$ cat src/rtl/core/cdad_pkg.sv
// ----------------------------------------------------------------------------
// cdad_pkg: shared types and constants of the date adder
// Widths, calendar constants, sequencer states and the structs that pass
// between the sequencer, the month length unit and the shared adder.
// ----------------------------------------------------------------------------
package cdad_pkg;

  // Internal widths: the year may run past the 14-bit input range while
  // stepping, and the running day count reaches about 33k.
  localparam int unsigned YearW  = 15;
  localparam int unsigned MonthW = 4;
  localparam int unsigned DayW   = 5;
  localparam int unsigned RemW   = 16;
  localparam int unsigned LenW   = 9;

  localparam logic [MonthW-1:0] MonthJan      = 4'd1;
  localparam logic [MonthW-1:0] MonthFeb      = 4'd2;
  localparam logic [MonthW-1:0] MonthsPerYear = 4'd12;
  localparam logic [YearW-1:0]  YearLimit     = 15'd10099;

  localparam logic [LenW-1:0] DaysCommonYear = 9'd365;
  localparam logic [LenW-1:0] DaysLeapYear   = 9'd366;
  localparam logic [DayW-1:0] DaysLeapFeb    = 5'd29;

  // Divisibility by 25 through the multiplicative inverse of 25 modulo 2^16.
  localparam logic [15:0] Inv25    = 16'd23593;
  localparam logic [15:0] Div25Max = 16'd2621;

  typedef enum logic [2:0] {
    StIdle,
    StAccum,
    StYears,
    StMonths,
    StFinish
  } state_e;

  typedef enum logic {
    AluAdd,
    AluSub
  } alu_op_e;

  typedef struct packed {
    logic [YearW-1:0]  year;
    logic [MonthW-1:0] month;
    logic              whole_year;
  } len_req_t;

  typedef struct packed {
    logic [RemW-1:0] res;
    logic            gt;
  } alu_res_t;

  // Length of a month in a common year.
  function automatic logic [DayW-1:0] month_len_base(input logic [MonthW-1:0] m);
    logic [DayW-1:0] len;
    unique case (m)
      4'd2:                      len = 5'd28;
      4'd4, 4'd6, 4'd9, 4'd11:   len = 5'd30;
      default:                   len = 5'd31;
    endcase
    return len;
  endfunction

endpackage

$ cat src/rtl/core/cdad_len_unit.sv
// ----------------------------------------------------------------------------
// cdad_len_unit: month and year length
// Applies the full Gregorian leap rule to the current year and returns either
// the length of the requested month or the length of the whole year.
// ----------------------------------------------------------------------------
module cdad_len_unit (
  input  cdad_pkg::len_req_t           req_i,
  output logic [cdad_pkg::LenW-1:0]    len_o
);

  logic [15:0] prod;
  logic        div4;
  logic        div16;
  logic        div25;
  logic        leap;

  // The low half of y * inverse(25) stays small exactly for multiples of 25.
  assign prod  = 16'({1'b0, req_i.year} * cdad_pkg::Inv25);
  assign div25 = (prod <= cdad_pkg::Div25Max);
  assign div4  = (req_i.year[1:0] == 2'd0);
  assign div16 = (req_i.year[3:0] == 4'd0);
  assign leap  = div4 && (!div25 || div16);

  always_comb begin
    if (req_i.whole_year) begin
      len_o = leap ? cdad_pkg::DaysLeapYear : cdad_pkg::DaysCommonYear;
    end else if (req_i.month == cdad_pkg::MonthFeb && leap) begin
      len_o = {4'd0, cdad_pkg::DaysLeapFeb};
    end else begin
      len_o = {4'd0, cdad_pkg::month_len_base(req_i.month)};
    end
  end

endmodule

$ cat src/rtl/core/cdad_alu.sv
// ----------------------------------------------------------------------------
// cdad_alu: shared adder and comparator
// Adds a length to the running day count, or subtracts it and reports
// whether the count was strictly greater than the length.
// ----------------------------------------------------------------------------
module cdad_alu (
  input  cdad_pkg::alu_op_e            op_i,
  input  logic [cdad_pkg::RemW-1:0]    a_i,
  input  logic [cdad_pkg::LenW-1:0]    b_i,
  output cdad_pkg::alu_res_t           res_o
);

  logic [cdad_pkg::RemW:0] diff;

  assign diff = {1'b0, a_i} - {(cdad_pkg::RemW - cdad_pkg::LenW + 1)'(0), b_i};

  always_comb begin
    res_o.gt = !diff[cdad_pkg::RemW] && (diff[cdad_pkg::RemW-1:0] != '0);
    unique case (op_i)
      cdad_pkg::AluAdd:
        res_o.res = a_i + {(cdad_pkg::RemW - cdad_pkg::LenW)'(0), b_i};
      cdad_pkg::AluSub:
        res_o.res = diff[cdad_pkg::RemW-1:0];
      default:
        res_o.res = a_i;
    endcase
  end

endmodule

$ cat src/rtl/core/calendar_date_add_days_unit.sv
// Sequence from the input transfer to out_valid_o: sum the months before the
// start month (clamped), skip whole years, step the months of the final year,
// then load the output register. One month or one year per cycle through
// the shared adder. One item at a time: the input stalls until the
// result enters the output register and is free again the cycle after.
// Reset (asynchronous, active low) empties the block.
// ----------------------------------------------------------------------------
// calendar_date_add_days_unit: Gregorian date plus a day count
// A small sequencer drives one shared add/compare unit: it accumulates the
// day of the year, skips whole years, then steps month by month.
// ----------------------------------------------------------------------------
module calendar_date_add_days_unit (
  input  logic        clk_i,
  input  logic        rst_ni,
  input  logic        in_valid_i,
  output logic        in_stall_o,
  input  logic [13:0] start_year_i,
  input  logic [3:0]  start_month_i,
  input  logic [4:0]  start_day_i,
  input  logic [14:0] days_to_add_i,
  output logic        out_valid_o,
  input  logic        out_stall_i,
  output logic [13:0] result_year_o,
  output logic [3:0]  result_month_o,
  output logic [4:0]  result_day_o,
  output logic        year_overflow_o
);

  cdad_pkg::state_e state_q, state_d;

  logic [cdad_pkg::YearW-1:0]  year_q, year_d;
  logic [cdad_pkg::MonthW-1:0] tgt_q, tgt_d;
  logic [cdad_pkg::MonthW-1:0] m_q, m_d;
  logic [cdad_pkg::RemW-1:0]   rem_q, rem_d;

  logic        out_valid_q, out_valid_d;
  logic [13:0] res_year_q, res_year_d;
  logic [3:0]  res_month_q, res_month_d;
  logic [4:0]  res_day_q, res_day_d;
  logic        res_ovf_q, res_ovf_d;

  logic                      in_xfer;
  logic                      out_free;
  logic                      accum_more;
  logic [cdad_pkg::LenW-1:0] len;
  cdad_pkg::len_req_t        len_req;
  cdad_pkg::alu_op_e         alu_op;
  cdad_pkg::alu_res_t        alu_res;
  logic [cdad_pkg::MonthW-1:0] month_clamped;
  logic [cdad_pkg::DayW-1:0]   day_clamped;

  assign in_stall_o = (state_q != cdad_pkg::StIdle);
  assign in_xfer    = in_valid_i && !in_stall_o;
  assign out_free   = !out_valid_q || !out_stall_i;
  assign accum_more = (m_q < tgt_q);

  assign len_req.year       = year_q;
  assign len_req.month      = m_q;
  assign len_req.whole_year = (state_q == cdad_pkg::StYears);
  assign alu_op = (state_q == cdad_pkg::StAccum) ? cdad_pkg::AluAdd : cdad_pkg::AluSub;

  cdad_len_unit u_len (
    .req_i (len_req),
    .len_o (len)
  );

  cdad_alu u_alu (
    .op_i  (alu_op),
    .a_i   (rem_q),
    .b_i   (len),
    .res_o (alu_res)
  );

  always_comb begin
    if (start_month_i == 4'd0) begin
      month_clamped = cdad_pkg::MonthJan;
    end else if (start_month_i > cdad_pkg::MonthsPerYear) begin
      month_clamped = cdad_pkg::MonthsPerYear;
    end else begin
      month_clamped = start_month_i;
    end
    day_clamped = (start_day_i == 5'd0) ? 5'd1 : start_day_i;
  end

  // Next state.
  always_comb begin
    state_d = state_q;
    unique case (state_q)
      cdad_pkg::StIdle:   if (in_xfer) state_d = cdad_pkg::StAccum;
      cdad_pkg::StAccum:  if (!accum_more) state_d = cdad_pkg::StYears;
      cdad_pkg::StYears:  if (!alu_res.gt) state_d = cdad_pkg::StMonths;
      cdad_pkg::StMonths: if (!alu_res.gt) state_d = cdad_pkg::StFinish;
      cdad_pkg::StFinish: if (out_free) state_d = cdad_pkg::StIdle;
      default:            state_d = cdad_pkg::StIdle;
    endcase
  end

  // Datapath updates per state.
  always_comb begin
    year_d      = year_q;
    tgt_d       = tgt_q;
    m_d         = m_q;
    rem_d       = rem_q;
    res_year_d  = res_year_q;
    res_month_d = res_month_q;
    res_day_d   = res_day_q;
    res_ovf_d   = res_ovf_q;
    out_valid_d = out_valid_q && out_stall_i;
    unique case (state_q)
      cdad_pkg::StIdle: begin
        if (in_xfer) begin
          year_d = {1'b0, start_year_i};
          tgt_d  = month_clamped;
          m_d    = cdad_pkg::MonthJan;
          rem_d  = {11'd0, day_clamped} + {1'b0, days_to_add_i};
        end
      end
      cdad_pkg::StAccum: begin
        if (accum_more) begin
          rem_d = alu_res.res;
          m_d   = m_q + 4'd1;
        end else begin
          m_d = cdad_pkg::MonthJan;
        end
      end
      cdad_pkg::StYears: begin
        // Taking off a whole year is the same as stepping all twelve months.
        if (alu_res.gt) begin
          rem_d  = alu_res.res;
          year_d = year_q + 15'd1;
        end
      end
      cdad_pkg::StMonths: begin
        if (alu_res.gt) begin
          rem_d = alu_res.res;
          m_d   = m_q + 4'd1;
        end
      end
      cdad_pkg::StFinish: begin
        if (out_free) begin
          out_valid_d = 1'b1;
          res_month_d = m_q;
          res_day_d   = rem_q[cdad_pkg::DayW-1:0];
          if (year_q > cdad_pkg::YearLimit) begin
            res_year_d = cdad_pkg::YearLimit[13:0];
            res_ovf_d  = 1'b1;
          end else begin
            res_year_d = year_q[13:0];
            res_ovf_d  = 1'b0;
          end
        end
      end
      default: begin
        out_valid_d = out_valid_q && out_stall_i;
      end
    endcase
  end

  always_ff @(posedge clk_i or negedge rst_ni) begin
    if (!rst_ni) begin
      state_q     <= cdad_pkg::StIdle;
      out_valid_q <= 1'b0;
    end else begin
      state_q     <= state_d;
      out_valid_q <= out_valid_d;
    end
  end

  always_ff @(posedge clk_i) begin
    year_q      <= year_d;
    tgt_q       <= tgt_d;
    m_q         <= m_d;
    rem_q       <= rem_d;
    res_year_q  <= res_year_d;
    res_month_q <= res_month_d;
    res_day_q   <= res_day_d;
    res_ovf_q   <= res_ovf_d;
  end

  assign out_valid_o     = out_valid_q;
  assign result_year_o   = res_year_q;
  assign result_month_o  = res_month_q;
  assign result_day_o    = res_day_q;
  assign year_overflow_o = res_ovf_q;

endmodule

$ cat config.mk
export PLATFORM = sky130hd
export DESIGN_NAME = calendar_date_add_days_unit
export DESIGN_NICKNAME = d
export VERILOG_FILES = /design/src/rtl/core/cdad_pkg.sv /design/src/rtl/core/cdad_len_unit.sv /design/src/rtl/core/cdad_alu.sv /design/src/rtl/core/calendar_date_add_days_unit.sv
export SDC_FILE = /design/constraint.sdc
export NUM_CORES = 1
export LEC_CHECK = 0
export BUFFER_PORTS_ARGS = -buffer_cell sky130_fd_sc_hd__buf_4
export CAP_MARGIN = 20
export CORE_MARGIN = 3
export CORE_UTILIZATION = 50
export CTS_CLUSTER_SIZE = 12
export DETAILED_ROUTE_END_ITERATION = 6
export GPL_TIMING_DRIVEN = 0
export PLACE_DENSITY = 0.69
export RECOVER_POWER = 50
export SYNTH_ARGS = -nofsm -noshare
export SYNTH_HDL_FRONTEND = slang
export SYNTH_HIERARCHICAL = 1
export SYNTH_SLANG_ARGS = --single-unit
$ cat constraint.sdc
create_clock -name clk_i -period 9.7 [get_ports clk_i]
set_input_delay 0.485 -clock clk_i [delete_from_list [all_inputs] [get_ports clk_i]]
set_output_delay 0.485 -clock clk_i [all_outputs]
set_load 0.03 [all_outputs]
## Word level (Yosys, flattened, before mapping)

Cells that the tools add are included.

- Output and inout port bits: 26
- Input port bits: 42
- Logic and storage cells: 98
- Register bits: 67

- Magnitude comparators: 4
- Add/subtract/negate cells: 5
- Multiply operators: 1
- Muxes and demuxes: 28
- Equal/unequal tests: 18
- Reductions and logical operators: 31

Operator list:

| operator | number |
|---|---|
| two-way mux 16 bit | 3 |
| case mux 16 bit (3 select lines) | 1 |
| case mux 16 bit (2 select lines) | 1 |
| two-way mux 15 bit | 2 |
| case mux 15 bit (2 select lines) | 1 |
| subtractor 16 x 9 -> 17 bit | 1 |
| adder 16 x 9 -> 16 bit | 1 |
| adder 5 x 15 -> 16 bit | 1 |
| less-or-equal comparator 16 x 12 -> 1 bit, second input constant | 1 |
| multiplier 15 x 15 -> 16 bit, second input constant | 1 |
| two-way mux 4 bit | 4 |
| nonzero test 16 bit | 1 |
| adder 15 x 1 -> 15 bit, second input constant | 1 |
| greater-than comparator 15 x 14 -> 1 bit, second input constant | 1 |
| two-way mux 3 bit | 5 |
| case mux 3 bit (5 select lines) | 1 |
| inequality test 2 bit, second input constant | 7 |
| case mux 4 bit (3 select lines) | 1 |
| two-way mux 5 bit | 2 |
| two-way mux 9 bit | 1 |
| nonzero test 3 bit | 3 |
| == test 4 x 3 -> 1 bit, second input constant | 2 |
| == test 4 bit, second input constant | 2 |
| logical NOT 4 bit | 2 |
| 24 further kinds | 41 |

## Longest topological paths before layout

- Depth in word-level cells: 13
- Mapped depth: 29
- Mapped depth without buffers: 29

## Cells and area by module

Netlist, hierarchy kept.

By module, submodules not included:

| module | times used | cells each | sequential area each (um2) | area an instance (um2) |
|---|---|---|---|---|
| calendar_date_add_days_unit | 1 | 318 | 1991.9 | 3425.8 |
| cdad_len_unit | 1 | 197 | 0.0 | 1790.5 |
| cdad_alu | 1 | 192 | 0.0 | 1391.3 |

## Worst setup path before layout

OpenSTA, ideal clock, no wires.

- Path type: reg2reg
- Start point: reg year_q[0] in the netlist's numbering
- End point: reg rem_q[0] in the netlist's numbering, enable pin
- Stages on the path, launching flop included: 25
- Library setup time: 409 ps
- Period minus slack after synthesis: 7756 ps
- Data required time: 9291 ps
- Path buffers: 0
- Arrival: 7347 ps
- Path slack: 1944 ps
- Cell sequence: edfxtp_1 > ha_1 > ha_1 > inv_1 > fa_1 > fa_1 > inv_1 > fa_1 > ha_1 > ha_1 > nand2_1 > o31ai_1 > xnor2_1 > o31ai_2 > mux2_1 > ha_1 > fa_1 > nor2b_2 > o2111ai_2 > a21oi_1 > mux2i_1 > o31ai_1 > a31oi_1 > nor2_1 > nor3_1

RTL lines:

| element | RTL line | text |
|---|---|---|
| from (decl) | calendar_date_add_days_unit.sv:31 | `logic [cdad_pkg::YearW-1:0] year_q, year_d;` |
| from (signal assigned) | calendar_date_add_days_unit.sv:170 | `year_q <= year_d;` |
| to (signal assigned) | calendar_date_add_days_unit.sv:173 | `rem_q <= rem_d;` |
| to (decl) | calendar_date_add_days_unit.sv:34 | `logic [cdad_pkg::RemW-1:0] rem_q, rem_d;` |

==> impl_metrics.json <==
{
  "rr_worst_depth": 26,
  "synthAdderAreaFrac_pct": 23.40,
  "cts_resized": 0,
  "hold_class": "in -> reg",
  "dpl-instance-area_sq_um": 7377,
  "ys_seq_area_share_pct": 30.15,
  "hold_viol_final": 0,
  "max_freq_mhz": 119.6,
  "critPathLaunch": "year_q[0]",
  "num_vias": 5266,
  "cts_buffer_depth": 2,
  "ys_warn_count": 6,
  "synth_top_cell_by_area": "edfxtp_1",
  "maxSlewViolCount": 0,
  "period_needed_ns": 8.363,
  "viasPerCell": 5.446,
  "timing.final.ws_setup_ns": 1.337,
  "synth_top_area_share_pct": 28.63,
  "rsz0062_at_grt": "false",
  "design_area_sq_um": 7513,
  "setup_viol": 0,
  "synthSimpleGateAreaFrac_pct": 13.61,
  "postCtsSetupRepairBufs": 0,
  "synth_edf_count": 63,
  "r2r-end": "year_q[14]",
  "rr_startpoint": "year_q[0]",
  "grt_overflow_total": 0,
  "ys.flop_type": "edfxtp_1",
  "startpoint_type": "flip-flop",
  "async_reset_ff_share_pct": 5.970,
  "netlist_instances": 707,
  "areaGrowthSynthToFinish_pct": 13.71,
  "endpoint": "year_q[14]",
  "die-area_sq_um": 14630,
  "cap_violations": 0,
  "r2r_slack_ns": 1.34,
  "place_hpwl_um": 11990,
  "dp_slack_ns": 1.288,
  "yosysMostFrequentCell": "inv_1",
  "required_ns": 9.75,
  "track_usage_pct": 21.55,
  "synth_seq_cells": 67,
  "critPathKind": "reg -> reg",
  "path_clk_slew_ns": 0.06,
  "final_nets": 943,
  "nFillCells": 1146,
  "fp.dieW_um": 121.0,
  "wl_um": 15050,
  "drtIter0Drc": 350,
  "ant_nets": 0,
  "drive_gt1_share_pct": 12.58,
  "cp.arrival_ns": 8.41,
  "grt_pass1_vias": 5361,
  "die_y_um": 121.0,
  "status": "completed",
  "post-route-util_pct": 58.82,
  "gp_congestion": 0.8857,
  "diodes": 0,
  "synth_mux_area_share_pct": 1.079,
  "synth_compound_area_share_pct": 15.64,
  "drc": 0,
  "setup.worst_path.end_class": "flip-flop",
  "grt_max_degree": 18,
  "cts_sinks": 67,
  "cts_tree": "built",
  "clock_latency_ns": 0.34,
  "yosysUniqueCellTypes": 70,
  "timing.final.crit_share_pct": 86.21,
  "synth_area_per_cell_sq_um": 9.346,
  "cts_buffers": 9,
  "portBuffers": 67,
  "maxSlewHeadroom_pct": 23.84,
  "dr.pass1.iters": 5,
  "h-tree-depth": 3,
  "boundaryPins": 68,
  "synthXorXnorAreaFrac_pct": 8.218,
  "grt_pass1_wl_um": 25120,
  "synthTopCellsByArea": "edfxtp_1 29%, ha_1 17%, fa_1 6.4%",
  "coreArea_sq_um": 12770,
  "clock-root-buffer": "clkbuf_16",
  "syn_area_sq_um": 6608,
  "wl_per_cell_um": 15.56,
  "antenna_found_initial": 0,
  "synth_top_family_by_area": "adder cells",
  "cts_hold_buf": 1,
  "synthTopCellsByCount": "93 x inv_1, 90 x ha_1, 63 x edfxtp_1",
  "start_util_pct": 51.73,
  "tns_ns": 0,
  "path_max_fanout": 13,
  "rows": 41,
  "worst_pin_slew_ns": 1.142,
  "fin_skew_ns": 0.006404
}
-- critical path, cell delays in order (launching register included) --
cell	delay (ns)
edfxtp_1	0.63
ha_1	0.43
ha_1	0.29
inv_1	0.05
fa_1	0.50
fa_1	0.54
inv_1	0.05
fa_1	0.48
ha_1	0.22
xnor2_1	0.14
xnor2_1	0.24
xnor2_1	0.12
xnor2_1	0.25
xnor2_1	0.13
o31ai_2	0.32
mux2_1	0.38
ha_1	0.23
fa_1	0.44
nor2b_2	0.17
o2111ai_2	0.18
a21oi_1	0.32
mux2i_1	0.24
o31ai_1	0.11
a31oi_1	0.54
mux2i_1	0.19
nor3_2	0.60
buf_6	0.24
-- layout make-up --
class | count | area, sq um | share of cell area, %
timing repair buffer | 71 | 426.7 | 5.679
inverter | 95 | 356.6 | 4.746
multi-input combinational | 520 | 4110 | 54.70
clock buffer | 10 | 229.0 | 3.047
sequential | 67 | 1992 | 26.51
buffer | 26 | 141.4 | 1.882
clock inverter | 6 | 42.54 | 0.5662
tap | 172 | 215.2 | 2.864
-- placed cells by master (no fill, tap or decap), types with 7 or more instances in the layout --
cell type,count
inv_1,94
ha_1,90
edfxtp_1,63
nand2_1,60
buf_4,46
nor2_1,44
xnor2_1,42
clkbuf_1,41
a21oi_1,35
o21ai_0,30
nand3_1,22
fa_1,21
xor2_1,20
o21ai_1,10
and3_1,9
clkbuf_16,9
buf_2,8
nand2b_1,8
nor3_1,8
or3_1,7
a31oi_1,7
o21a_1,7
-- worst min path at each step --
| stage | startpoint | to | slack [ns] | depth (start not counted) |
|---|---|---|---|---|
| global placement | rst_ni | out_valid_o | 0.28 | 1 |
| finish | out_stall_i | out_valid_o | 0.38 | 3 |
| CTS | out_stall_i | out_valid_o | 0.38 | 3 |
| floorplan | rst_ni | out_valid_o | 0.19 | 0 |
| global route | start_year_i[0] | year_q[0] | 0.42 | 3 |
| detailed placement | rst_ni | out_valid_o | 0.28 | 1 |
-- sequential cells by signal (all words and copies together) (netlist names) --
signal           cells
rem_q               16
state_q              3
result_month_o       4
tgt_q                4
year_q              15
m_q                  4
year_overflow_o      1
result_year_o       14
out_valid_o          1
result_day_o         5
-- kinds of logic after synthesis --
| kind of cell | Yosys count |
|---|---|
| AOI/OAI and AO/OA | 149 |
| DFF | 67 |
| other | 2 |
| and+or+nand+nor | 188 |
| buffers and inverters | 121 |
| adders and majority gates | 111 |
| xor gates and xnor gates | 62 |
| muxes | 7 |
-- routing by layer --
layer,vias up,track usage (%),part of all wire (%)
met5,-,0,0
met3,18,4.103,5.2
met4,0,6.374,1.4
met1,2473,27.40,45
li1,2624,-,-
met2,151,37.27,49
-- metrics by stage --
step	instances	hold WS [ns]
final	967	0.3813
after global routing	967	0.4204
after CTS	967	0.3780
after detailed placement	950	0.2823
after global placement	947	0.2814
after floorplan	708	0.1894
Power is not shown: default switching activity piles up to over one toggle a cycle in this logic, so the estimate is an artifact.
